**src/sv/priority_ready_queue_assert.svh**
```systemverilog
// ----------------------------------------------------------------------------
// priority_ready_queue_assert
// Assertion macros of the ready queue RTL. Each macro asserts one implication,
// sampled on the rising clock edge and disabled while reset is active.
// ----------------------------------------------------------------------------
`ifndef PRIORITY_READY_QUEUE_ASSERT_SVH
`define PRIORITY_READY_QUEUE_ASSERT_SVH

// Same-cycle implication.
`define PRQ_ASSERT_NOW(label, ante, cons, msg) \
  label: assert property (@(posedge clk) disable iff (!rst_n) (ante) |-> (cons)) \
    else $error(msg);

// Next-cycle implication.
`define PRQ_ASSERT_NEXT(label, ante, cons, msg) \
  label: assert property (@(posedge clk) disable iff (!rst_n) (ante) |=> (cons)) \
    else $error(msg);

`endif

```
**src/sv/prq_pkg.sv**
```systemverilog
// ----------------------------------------------------------------------------
// prq_pkg
// Shared types, codes and default sizes of the priority ready queue.
// ----------------------------------------------------------------------------
package prq_pkg;

  localparam int DEF_MAX_TASKS    = 64;
  localparam int DEF_LEVELS       = 16;
  localparam int DEF_CONTEXT_BITS = 32;

  // Fixed widths of the item fields.
  localparam int PRIO_W   = 4;
  localparam int ID_W     = 6;
  localparam int OUT_CTX_W = 32;

  localparam logic KIND_PUSH = 1'b0;
  localparam logic KIND_POP  = 1'b1;

  typedef enum logic [1:0] {
    ST_OK       = 2'd0,
    ST_FULL     = 2'd1,
    ST_EMPTY    = 2'd2,
    ST_BAD_PRIO = 2'd3
  } status_t;

  // Per-level cell control.
  typedef struct packed {
    logic look;        // this level is the one named by the pending push
    logic push_en;     // link a new slot at the tail
    logic pop_en;      // retire the head of this level
    logic pop_single;  // the retired head was the only entry
  } cell_cmd_t;

  // Slot store control.
  typedef struct packed {
    logic wr;    // write context and level of a new slot
    logic link;  // write the next pointer of the old tail
    logic rd;    // read a slot for a pop
  } mem_cmd_t;

endpackage

```
**src/sv/prq_level_cell.sv**
```systemverilog
// ----------------------------------------------------------------------------
// prq_level_cell
// One priority level: head, tail and non-empty flag, plus the chain logic
// that picks the most urgent non-empty level and looks up a push tail.
// ----------------------------------------------------------------------------
module prq_level_cell #(
  parameter int SLOT_W = 6
) (
  input  logic              clk,
  input  logic              rst_n,
  input  prq_pkg::cell_cmd_t cmd,
  input  logic [SLOT_W-1:0] new_slot,
  input  logic [SLOT_W-1:0] next_slot,
  input  logic              taken_in,
  input  logic [SLOT_W-1:0] head_in,
  input  logic              single_in,
  input  logic              hit_in,
  input  logic [SLOT_W-1:0] tail_in,
  output logic              taken_out,
  output logic [SLOT_W-1:0] head_out,
  output logic              single_out,
  output logic              hit_out,
  output logic [SLOT_W-1:0] tail_out,
  output logic              win
);
  import prq_pkg::*;

  logic              nonempty_r, nonempty_nxt;
  logic [SLOT_W-1:0] first_r, first_nxt;
  logic [SLOT_W-1:0] last_r, last_nxt;

  // A more urgent level below this one blocks it from winning.
  assign win        = nonempty_r & ~taken_in;
  assign taken_out  = taken_in | nonempty_r;
  assign head_out   = head_in | (win ? first_r : '0);
  assign single_out = single_in | (win & (first_r == last_r));
  assign hit_out    = hit_in | (cmd.look & nonempty_r);
  assign tail_out   = tail_in | (cmd.look ? last_r : '0);

  always_comb begin
    nonempty_nxt = nonempty_r;
    first_nxt    = first_r;
    last_nxt     = last_r;
    if (cmd.push_en) begin
      if (!nonempty_r) begin
        first_nxt    = new_slot;
        nonempty_nxt = 1'b1;
      end
      last_nxt = new_slot;
    end else if (cmd.pop_en) begin
      if (cmd.pop_single) begin
        nonempty_nxt = 1'b0;
      end else begin
        first_nxt = next_slot;
      end
    end
  end

  always_ff @(posedge clk) begin
    if (!rst_n) begin
      nonempty_r <= 1'b0;
    end else begin
      nonempty_r <= nonempty_nxt;
    end
  end

  always_ff @(posedge clk) begin
    first_r <= first_nxt;
    last_r  <= last_nxt;
  end

endmodule

```
**src/sv/prq_slot_mem.sv**
```systemverilog
// ----------------------------------------------------------------------------
// prq_slot_mem
// Task slot store: context word, level and next link of every slot, with a
// registered read port shared by all three arrays.
// ----------------------------------------------------------------------------
module prq_slot_mem #(
  parameter int SLOTS  = 64,
  parameter int SLOT_W = 6,
  parameter int LVL_W  = 4,
  parameter int CTX_W  = 32
) (
  input  logic              clk,
  input  prq_pkg::mem_cmd_t cmd,
  input  logic [SLOT_W-1:0] wr_slot,
  input  logic [CTX_W-1:0]  wr_ctx,
  input  logic [LVL_W-1:0]  wr_lvl,
  input  logic [SLOT_W-1:0] link_addr,
  input  logic [SLOT_W-1:0] rd_addr,
  output logic [CTX_W-1:0]  rd_ctx,
  output logic [LVL_W-1:0]  rd_lvl,
  output logic [SLOT_W-1:0] rd_next
);
  import prq_pkg::*;

  logic [CTX_W-1:0]  ctx_mem  [SLOTS];
  logic [LVL_W-1:0]  lvl_mem  [SLOTS];
  logic [SLOT_W-1:0] next_mem [SLOTS];

  always_ff @(posedge clk) begin
    if (cmd.wr) begin
      ctx_mem[wr_slot] <= wr_ctx;
      lvl_mem[wr_slot] <= wr_lvl;
    end
    // The new slot becomes the successor of the old tail.
    if (cmd.link) begin
      next_mem[link_addr] <= wr_slot;
    end
    if (cmd.rd) begin
      rd_ctx  <= ctx_mem[rd_addr];
      rd_lvl  <= lvl_mem[rd_addr];
      rd_next <= next_mem[rd_addr];
    end
  end

endmodule

```
**src/sv/priority_ready_queue.sv**
```systemverilog
// ----------------------------------------------------------------------------
// priority_ready_queue
// Task ready queue with one FIFO per priority level, level 0 most urgent.
// ----------------------------------------------------------------------------
// An item is taken when start is high and busy is low. in_kind selects a push
// (in_priority_req, in_context_req) or a pop of the oldest task of the most
// urgent non-empty level. Every item gives exactly one result, shown for one
// cycle with out_valid high; the receiver cannot stall the block.
// A push, and a pop of an empty queue, deliver their result in the cycle
// after acceptance and leave busy low, so one may be taken every cycle.
// A pop that finds a task reads the slot store through its registered read
// port, holds busy for one cycle so no other item is taken meanwhile, and
// delivers its result from the read register through the output register;
// the read returns the successor link needed to advance the level's head.
// Slots are handed out in ascending order and are never reused, so at most
// MAX_TASKS pushes succeed; later pushes with a valid priority report full.
// The level cells form a chain that finds the most urgent non-empty level and
// the tail of the level being pushed.
// Reset empties all levels and the slot count and needs no clearing pass.
// ----------------------------------------------------------------------------
module priority_ready_queue #(
  parameter int MAX_TASKS    = prq_pkg::DEF_MAX_TASKS,
  parameter int LEVELS       = prq_pkg::DEF_LEVELS,
  parameter int CONTEXT_BITS = prq_pkg::DEF_CONTEXT_BITS
) (
  input  logic                            clk,
  input  logic                            rst_n,
  input  logic                            start,
  output logic                            busy,
  input  logic                            in_kind,
  input  logic [prq_pkg::PRIO_W-1:0]      in_priority_req,
  input  logic [prq_pkg::OUT_CTX_W-1:0]   in_context_req,
  output logic                            out_valid,
  output prq_pkg::status_t                out_status,
  output logic [prq_pkg::ID_W-1:0]        out_task_id,
  output logic [prq_pkg::PRIO_W-1:0]      out_task_priority,
  output logic [prq_pkg::OUT_CTX_W-1:0]   out_task_context
);
  import prq_pkg::*;

  localparam int SLOT_W = $clog2(MAX_TASKS);
  localparam int CNT_W  = $clog2(MAX_TASKS + 1);
  localparam int LVL_W  = $clog2(LEVELS);

  // Chain taps between level cells.
  logic              taken  [LEVELS+1];
  logic [SLOT_W-1:0] head   [LEVELS+1];
  logic              single [LEVELS+1];
  logic              hit    [LEVELS+1];
  logic [SLOT_W-1:0] tail   [LEVELS+1];
  logic [LEVELS-1:0] win_vec;

  logic                  accept, is_pop, bad_prio, full, push_ok, pop_go;
  logic [LVL_W+PRIO_W-1:0] prio_ext;
  logic [LVL_W-1:0]      prio_idx;
  logic [SLOT_W-1:0]     new_slot;
  logic [CONTEXT_BITS+OUT_CTX_W-1:0] in_ctx_ext;
  mem_cmd_t              mem_cmd;

  logic [CONTEXT_BITS-1:0] rd_ctx;
  logic [LVL_W-1:0]        rd_lvl;
  logic [SLOT_W-1:0]       rd_next;

  logic              pop_pend_r;
  logic [LEVELS-1:0] win_r;
  logic              single_r;
  logic [SLOT_W-1:0] slot_r;
  logic [CNT_W-1:0]  slots_used_r, slots_used_nxt;

  logic                 out_valid_r, out_valid_nxt;
  status_t              out_status_r, out_status_nxt;
  logic [ID_W-1:0]      out_id_r, out_id_nxt;
  logic [PRIO_W-1:0]    out_prio_r, out_prio_nxt;
  logic [OUT_CTX_W-1:0] out_ctx_r, out_ctx_nxt;

  logic [SLOT_W+ID_W-1:0]          id_new_ext, id_pop_ext;
  logic [LVL_W+PRIO_W-1:0]         lvl_pop_ext;
  logic [CONTEXT_BITS+OUT_CTX_W-1:0] ctx_pop_ext;

  assign busy     = pop_pend_r;
  assign accept   = start & ~busy;
  assign is_pop   = (in_kind == KIND_POP);
  assign prio_ext = {{LVL_W{1'b0}}, in_priority_req};
  assign prio_idx = prio_ext[LVL_W-1:0];
  assign bad_prio = (prio_ext >= (LVL_W+PRIO_W)'(LEVELS));
  assign full     = (slots_used_r == CNT_W'(MAX_TASKS));
  assign new_slot = slots_used_r[SLOT_W-1:0];
  assign push_ok  = accept & ~is_pop & ~bad_prio & ~full;
  assign pop_go   = accept & is_pop & taken[LEVELS];
  assign in_ctx_ext = {{CONTEXT_BITS{1'b0}}, in_context_req};

  assign taken[0]  = 1'b0;
  assign head[0]   = '0;
  assign single[0] = 1'b0;
  assign hit[0]    = 1'b0;
  assign tail[0]   = '0;

  for (genvar i = 0; i < LEVELS; i++) begin : g_level
    cell_cmd_t cmd;

    always_comb begin
      cmd.look       = (prio_idx == LVL_W'(i));
      cmd.push_en    = push_ok & cmd.look;
      cmd.pop_en     = pop_pend_r & win_r[i];
      cmd.pop_single = single_r;
    end

    prq_level_cell #(
      .SLOT_W(SLOT_W)
    ) u_cell (
      .clk       (clk),
      .rst_n     (rst_n),
      .cmd       (cmd),
      .new_slot  (new_slot),
      .next_slot (rd_next),
      .taken_in  (taken[i]),
      .head_in   (head[i]),
      .single_in (single[i]),
      .hit_in    (hit[i]),
      .tail_in   (tail[i]),
      .taken_out (taken[i+1]),
      .head_out  (head[i+1]),
      .single_out(single[i+1]),
      .hit_out   (hit[i+1]),
      .tail_out  (tail[i+1]),
      .win       (win_vec[i])
    );
  end

  always_comb begin
    mem_cmd.wr   = push_ok;
    mem_cmd.link = push_ok & hit[LEVELS];
    mem_cmd.rd   = pop_go;
  end

  prq_slot_mem #(
    .SLOTS (MAX_TASKS),
    .SLOT_W(SLOT_W),
    .LVL_W (LVL_W),
    .CTX_W (CONTEXT_BITS)
  ) u_mem (
    .clk      (clk),
    .cmd      (mem_cmd),
    .wr_slot  (new_slot),
    .wr_ctx   (in_ctx_ext[CONTEXT_BITS-1:0]),
    .wr_lvl   (prio_idx),
    .link_addr(tail[LEVELS]),
    .rd_addr  (head[LEVELS]),
    .rd_ctx   (rd_ctx),
    .rd_lvl   (rd_lvl),
    .rd_next  (rd_next)
  );

  assign id_new_ext  = {{ID_W{1'b0}}, new_slot};
  assign id_pop_ext  = {{ID_W{1'b0}}, slot_r};
  assign lvl_pop_ext = {{PRIO_W{1'b0}}, rd_lvl};
  assign ctx_pop_ext = {{OUT_CTX_W{1'b0}}, rd_ctx};

  always_comb begin
    slots_used_nxt = slots_used_r;
    if (push_ok) begin
      slots_used_nxt = slots_used_r + CNT_W'(1);
    end
  end

  // A pop that found a task finishes from the slot store; everything else
  // has its result formed in the cycle it is taken.
  always_comb begin
    out_valid_nxt  = 1'b0;
    out_status_nxt = ST_OK;
    out_id_nxt     = '0;
    out_prio_nxt   = '0;
    out_ctx_nxt    = '0;
    if (pop_pend_r) begin
      out_valid_nxt = 1'b1;
      out_id_nxt    = id_pop_ext[ID_W-1:0];
      out_prio_nxt  = lvl_pop_ext[PRIO_W-1:0];
      out_ctx_nxt   = ctx_pop_ext[OUT_CTX_W-1:0];
    end else if (accept && !pop_go) begin
      out_valid_nxt = 1'b1;
      if (is_pop) begin
        out_status_nxt = ST_EMPTY;
      end else begin
        out_prio_nxt = in_priority_req;
        if (bad_prio) begin
          out_status_nxt = ST_BAD_PRIO;
        end else if (full) begin
          out_status_nxt = ST_FULL;
        end else begin
          out_id_nxt = id_new_ext[ID_W-1:0];
        end
      end
    end
  end

  always_ff @(posedge clk) begin
    if (!rst_n) begin
      pop_pend_r   <= 1'b0;
      slots_used_r <= '0;
      out_valid_r  <= 1'b0;
    end else begin
      pop_pend_r   <= pop_go;
      slots_used_r <= slots_used_nxt;
      out_valid_r  <= out_valid_nxt;
    end
  end

  always_ff @(posedge clk) begin
    if (pop_go) begin
      win_r    <= win_vec;
      single_r <= single[LEVELS];
      slot_r   <= head[LEVELS];
    end
    out_status_r <= out_status_nxt;
    out_id_r     <= out_id_nxt;
    out_prio_r   <= out_prio_nxt;
    out_ctx_r    <= out_ctx_nxt;
  end

  assign out_valid         = out_valid_r;
  assign out_status        = out_status_r;
  assign out_task_id       = out_id_r;
  assign out_task_priority = out_prio_r;
  assign out_task_context  = out_ctx_r;

`include "priority_ready_queue_assert.svh"

  `PRQ_ASSERT_NOW(a_one_winner, 1'b1, $onehot0(win_vec), "more than one level won the pop")
  `PRQ_ASSERT_NOW(a_count_bound, 1'b1, slots_used_r <= CNT_W'(MAX_TASKS), "slot count overran")
  `PRQ_ASSERT_NEXT(a_pop_result, pop_pend_r, out_valid && out_status == ST_OK, "pop lost result")
  `PRQ_ASSERT_NEXT(a_push_count, push_ok, slots_used_r == $past(slots_used_r) + CNT_W'(1), "push count")

endmodule
```
**config.mk**
```make
export PLATFORM = sky130hd
export DESIGN_NAME = priority_ready_queue
export DESIGN_NICKNAME = d
export VERILOG_FILES = /design/src/sv/prq_pkg.sv /design/src/sv/prq_level_cell.sv /design/src/sv/prq_slot_mem.sv /design/src/sv/priority_ready_queue.sv
export VERILOG_INCLUDE_DIRS = /design/src /design/src/sv
export SDC_FILE = /design/constraint.sdc
export NUM_CORES = 2
export LEC_CHECK = 0
export ABC_CLOCK_PERIOD_IN_PS = 5900
export BUFFER_PORTS_ARGS = -buffer_cell sky130_fd_sc_hd__buf_2
export CORE_ASPECT_RATIO = 1.4
export CORE_MARGIN = 10
export CORE_UTILIZATION = 40
export CTS_BUF_LIST = sky130_fd_sc_hd__clkbuf_16
export DETAILED_ROUTE_END_ITERATION = 8
export HOLD_SLACK_MARGIN = 0.03
export SYNTH_ARGS = -nofsm -noshare
export SYNTH_HDL_FRONTEND = slang
export SYNTH_SLANG_ARGS = --single-unit
export TNS_END_PERCENT = 50
```
**constraint.sdc**
```tcl
create_clock -name clk -period 5.9 [get_ports clk]
set_clock_uncertainty 0.15 [all_clocks]
set_input_delay 0.59 -clock clk [delete_from_list [all_inputs] [get_ports clk]]
set_output_delay 0.59 -clock clk [all_outputs]
set_load 0.03 [all_outputs]
```
Yosys cells after proc, flatten, opt, wreduce, memory -nomap -nowiden
Memory sizes are Yosys's and may differ from the RTL's. A register that Yosys moved wholly into a read port is not among the register bits.
Cells that the tools add are included.

cells by class
  muxes and demuxes = 131
  reductions and logical operators = 69
  add/subtract/negate cells = 1
  eq/ne operators = 64
  bitwise gates (word level) = 181
  magnitude comparators = 1

operators with widths
  kind                                                               number
  2-to-1 mux 6 bit                                                   86
  OR 6 bit                                                           30
  equality test 6 bit                                                16
  bitwise AND 1 bit                                                  86
  nonzero test 2 bit                                                 32
  AND reduction 3 bit                                                16
  OR 1 bit                                                           45
  2-to-1 mux 1 bit                                                   40
  equality test 4 bit, second input constant                         8
  != test 2 x 1 -> 1 bit, second input constant                      16
  != test 2 bit, second input constant                               16
  AND reduction 2 bit                                                16
  NOT 1 bit                                                          20
  equality test 4 x 3 -> 1 bit, second input constant                4
  2-to-1 mux 4 bit                                                   3
  equality test 4 x 2 -> 1 bit, second input constant                2
  adder 7 x 1 -> 7 bit, second input constant                        1
  equality test 7 bit, second input constant                         1
  greater-or-equal comparator 4 x 5 -> 1 bit, second input constant  1
  equality test 4 x 1 -> 1 bit, second input constant                1
  logical NOT 4 bit                                                  1
  2-to-1 mux 2 bit                                                   2
  OR reduction 3 bit                                                 1
  OR reduction 2 bit                                                 1
  other kinds (2)                                                    2

storage, ports and cells
  memories kept = 3
  RAM bits = 2688
  input port bits = 40
  output and inout bits = 46
  register bits after elaboration = 284

memories
  memory          words  bits a word  rd ports  clocked after memory_dff  wr ports  line                text
  u_mem.ctx_mem   64     32           1         1                         1         prq_slot_mem.sv:25  logic [CTX_W-1:0] ctx_mem [SLOTS];
  u_mem.next_mem  64     6            1         1                         1         prq_slot_mem.sv:27  logic [SLOT_W-1:0] next_mem [SLOTS];
  u_mem.lvl_mem   64     4            1         1                         1         prq_slot_mem.sv:26  logic [LVL_W-1:0] lvl_mem [SLOTS];

Longest topological paths before layout
  depth in word-level cells = 20
  gate-level depth with buffers = 14
  gate-level depth less buffers = 9

By module
From an unflattened synthesis, not the netlist that was laid out.

second synthesis, totals
  cells, all modules = 5461
  area, all modules = 117346.3 µm²

by module, submodules not included
  module                instances  cells an instance  area an instance (µm²)
  prq_slot_mem          1          4421               103671.9
  prq_level_cell        16         50                 685.7
  priority_ready_queue  1          240                2703.8

Worst setup path before layout
OpenSTA, ideal clock, no wires.

  path kind = register to register
  start = register slots_used_r[1]
  end = memory u_mem.ctx_mem[51][0], enable pin
  arrival time = 4.713 ns
  slack = 0.608 ns
  buffers on the path = 1
  period minus slack after synthesis = 5.292 ns
  cell stages (with the launch flop) = 9
  library setup time = 0.429 ns
  required time = 5.321 ns
  cell sequence = dfxtp_1 clkinv_1 clkbuf_1 ha_1 nand4b_1 nand2_1 nor2_1 nand3_1 nor2_1

on the way
  cells in the longest elaborated chain, start to end = 5

RTL lines
  item                                    line                         text
  start: declaration                      priority_ready_queue.sv:68   logic [CNT_W-1:0] slots_used_r, slots_used_nxt;
  start signal: assignment                priority_ready_queue.sv:203  slots_used_r <= slots_used_nxt;
  equality test 7 bit                     priority_ready_queue.sv:86   assign full = (slots_used_r == CNT_W'(MAX_TASKS));
  NOT 1 bit                               priority_ready_queue.sv:88   assign push_ok = accept & ~is_pop & ~bad_prio & ~full;
  bitwise AND 1 bit                       priority_ready_queue.sv:88
  2-to-1 mux 1 bit                        prq_slot_mem.sv:30           if (cmd.wr) begin
  2-to-1 mux 1 bit (implied by the code)  prq_slot_mem.sv:31           ctx_mem[wr_slot] <= wr_ctx;
  end: declaration                        prq_slot_mem.sv:25

Several ways; a longest one is shown, not always the timed one.

Worst setup path in the final report
  start = register g_level[1].u_cell.nonempty_r
  end = register u_mem.rd_ctx[18], read port of u_mem.ctx_mem (data pin)

on the way
  cells in the longest elaborated chain, start to end = 18
  elaborated cells between the ends (all ways) = 75

RTL lines
  item                                                  line                                        text
  start: declaration                                    prq_level_cell.sv:28                        logic nonempty_r, nonempty_nxt;
  start signal: assignment                              prq_level_cell.sv:63                        nonempty_r <= nonempty_nxt;
  OR 1 bit                                              prq_level_cell.sv:34                        assign taken_out = taken_in | nonempty_r;
  NOT 1 bit / OR 1 bit (equally long branches)          prq_level_cell.sv:33, prq_level_cell.sv:34
  bitwise AND 1 bit, or another cell as far along       prq_level_cell.sv:33                        assign win = nonempty_r & ~taken_in;
  2-to-1 mux 6 bit, or another cell as far along        prq_level_cell.sv:35                        assign head_out = head_in | (win ? first_r : '0);
  OR 6 bit, or another cell as far along (12 in a row)  prq_level_cell.sv:35
  OR 6 bit / 2-to-1 mux 6 bit (equally long branches)   prq_level_cell.sv:35
  OR 6 bit *                                            prq_level_cell.sv:35
  via g_level[15].u_cell.head_out[1]                    prq_level_cell.sv:20                        output logic [SLOT_W-1:0] head_out,
  end: declaration                                      prq_slot_mem.sv:19                          output logic [CTX_W-1:0] rd_ctx,

The timed path passes the listed nets; every way through them passes the cells marked *.
A chain may end at the register's enable or synchronous reset.

==> out/metrics.yaml <==
routedWlPerCell_um: 32.1
relSlewSlack: 0.112
dieArea_um2: 316000
clk_pin_slew_ps: 60
final_nets: 6958
synth_nets: 6647
grt_overflow: 0
cp_cell_sequence: "nor4_1 > buf_4 > a32o_1 > a211oi_1 > nand4_1 > nand3_4 > buf_12 > buf_4 > o22ai_1 > o41ai_1 > nand4_1"
ir_worst_vdd_uv: 228
antenna_found_initial: 15
synth_top_area_share: 0.753
crit_path_start_kind: "flip-flop"
yosys_warnings: 0
critPathArrivalTime_ps: 6220
synth.distinct_cells: 70
dieWidth_um: 478
route.detailed.drc: 0
power.leakage_nw: 50.9
cts_tree: "yes"
dpl.hpwl_mm: 211
postSynth.asyncResetShare: 0
grt_pass1_vias: 65100
max_stage_delay_ps: 830
rsz0062_at_grt: "false"
synth-seq-cells: 3014
fin_setup_tns_ps: 0
syn_inst: 6605
crit_fanout: 22
dr.pass1.iters: 6
clock.fmax_mhz: 171
fp-row-count: 235
vias: 65200
fillerInstances: 24600
setup_violations: 0
drive_gt1_frac: 0.140
finalCoreUtilization: 0.458
grt_max_degree: 126
cts_root_buf: "clkbuf_16"
post_cts_buffers: 0
drtIter0Drc: 6964
coreArea_um2: 293000
min_path_type: "in -> reg"
synth_area_um2: 117000
regArea_um2: 89800
wl_mm: 355
numCtsBuffers: 300
cts_sinks: 3014
final-max-slew-violation-count: 0
status: "finished clean"
cp_slowest_cell: "o41ai_1"
yosys-top-cells-area: "edfxtp_1, mux2i_1, o22ai_1"
start_util: 0.401
syn_avg_cell_area_um2: 17.8
via_per_inst: 5.89
drtAntennaViolNets: 0
boundaryPins: 86
area_delta_synth_final_pct: 14.3
place.port_buffers: 85
synth_area_leader_cell: "edfxtp_1"
die_h_um: 661
gp_congestion: 0.911
globalRouteTotalUtil: 0.217
pwr_density_cell_nw_per_um2: 338
required_ps: 6260
fin_crit_ps: 5860
synth_edf_count: 2945
multi_input_area_um2: 25900
htreeDepth: 5
ys.flop_type: "edfxtp_1"
cts_buffer_depth: 4
drv_cap: 0
finalCritPeriodShare: 0.993
endpoint_kind: "flip-flop"
worstMarginPinSlew_ps: 1330
hold_viol_final: 0
grt_pass1_wl_mm: 496
clk_latency_ps: 870
synth_seq_area_share: 0.765
criticalPathCategory: "reg -> reg"
[kinds of logic after synthesis]
kind of cell / share of synthesized area
flip-flops: 0.765
multiplexers: 0.123
AO/OA/AOI/OAI: 0.0606
AND/OR/NAND/NOR: 0.0245
buffers and inverters: 0.0189
XOR/XNOR: 0.00746
adder cells (fa/ha/maj): 0.000213
[flip-flops by register name, indices dropped and copies added (netlist names), 4 cells and up]
signal / flops
win_r: 16
g_level.u_cell.first_r: 96
u_mem.ctx_mem: 2048
u_mem.rd_ctx: 32
slot_r: 6
u_mem.lvl_mem: 256
g_level.u_cell.nonempty_r: 16
u_mem.next_mem: 384
u_mem.rd_lvl: 4
u_mem.rd_next: 6
g_level.u_cell.last_r: 96
out_task_priority: 4
slots_used_r: 7
out_task_context: 32
out_task_id: 6
[final timing paths]
| check | from | end | slack [ps] | cells past startpoint |
|---|---|---|---|---|
| max reg2reg | g_level[1].u_cell.nonempty_r$_SDFFE_PN0P_ | u_mem.rd_ctx[18]$_DFFE_PP_ | 40 | 11 |
| min reg2reg | u_mem.rd_ctx[31]$_DFFE_PP_ | out_task_context[31]$_SDFF_PN0_ | 330 | 1 |
| min | in_kind | out_status[1]$_SDFF_PP0_ | 120 | 3 |
| max | g_level[1].u_cell.nonempty_r$_SDFFE_PN0P_ | u_mem.rd_ctx[18]$_DFFE_PP_ | 40 | 11 |
[metrics by stage]
step	hold WS, ps	total power [mW]	cells	worst slack (ps)	instance area [µm²]
final	116	45.3	11100	42.1	134000
after global routing	132	46.5	11100	23.2	134000
after CTS	78.4	45.6	11100	111	134000
after detailed placement	323	27.2	10500	146	125000
after global placement	327	27.1	10500	106	125000
after floorplan	272	25.9	6605	608	117000
[worst max-delay path: cells and delay by family (launching register included)]
kind	cells	cell delay [ps]
AND/OR/NAND/NOR	4	1870
AO/OA/AOI/OAI	4	1980
buffers and inverters	3	730
flip-flops	1	710
[synth_stat cells (24+ instances only)]
| cell type | number |
|---|---|
| nor2b_1 | 24 |
| buf_6 | 51 |
| and2_1 | 47 |
| o22ai_1 | 688 |
| mux2_2 | 70 |
| nor2_1 | 163 |
| nand4_1 | 56 |
| dfxtp_1 | 69 |
| o41ai_1 | 161 |
| edfxtp_1 | 2945 |
| clkbuf_1 | 230 |
| nand3_1 | 41 |
| nand2_1 | 143 |
| inv_1 | 29 |
| xnor2_1 | 46 |
| buf_1 | 26 |
| xor2_1 | 54 |
| o21ai_0 | 47 |
| buf_2 | 88 |
| mux2i_1 | 1354 |
[layer usage]
layer,track usage,wire [µm],vias to the layer above,share of wire
met4,0.0962,18100,6,0.051
li1,-,-,27400,-
met5,0,40,-,0.00011
met1,0.258,131000,34100,0.37
met3,0.0334,23500,794,0.066
met2,0.386,182000,2861,0.51
[area by class of cell]
class	instances	area share
clock buffer	305	0.0569
inverter	32	0.000896
clock inverter	222	0.0131
sequential	3014	0.670
antenna	9	0.000168
timing repair buffer	421	0.0293
multi-input combinational	3147	0.193
tap	3910	0.0365
[power breakdown]
part           switching (mW)  total, mW  leakage [nW]  internal [mW]
registers              0.0596       23.6          28.0           23.5
clock network            8.08       18.6          4.84           10.5
logic                    2.03       3.13          18.1           1.10
[timing repair]
item | in CTS | in global routing
hold endpoints to repair | 1 | 0
endpoints found under the setup margin | 0 | 2
hold buffers | 1 | 0
resized for setup | 0 | 2
[placed cells by master (no fill, tap or decap), types with 47 or more instances in the layout]
cell / count
mux2_2: 70
nor2_1: 98
nor2_4: 65
o41ai_1: 159
edfxtp_1: 2945
o22ai_1: 688
buf_2: 82
nand2_1: 143
inv_1: 94
nand4_1: 56
buf_4: 260
buf_12: 78
clkinv_1: 60
xor2_1: 54
o21ai_0: 47
mux2i_1: 1354
dfxtp_1: 62
clkbuf_16: 305
Power figures use the tool's default switching activity.
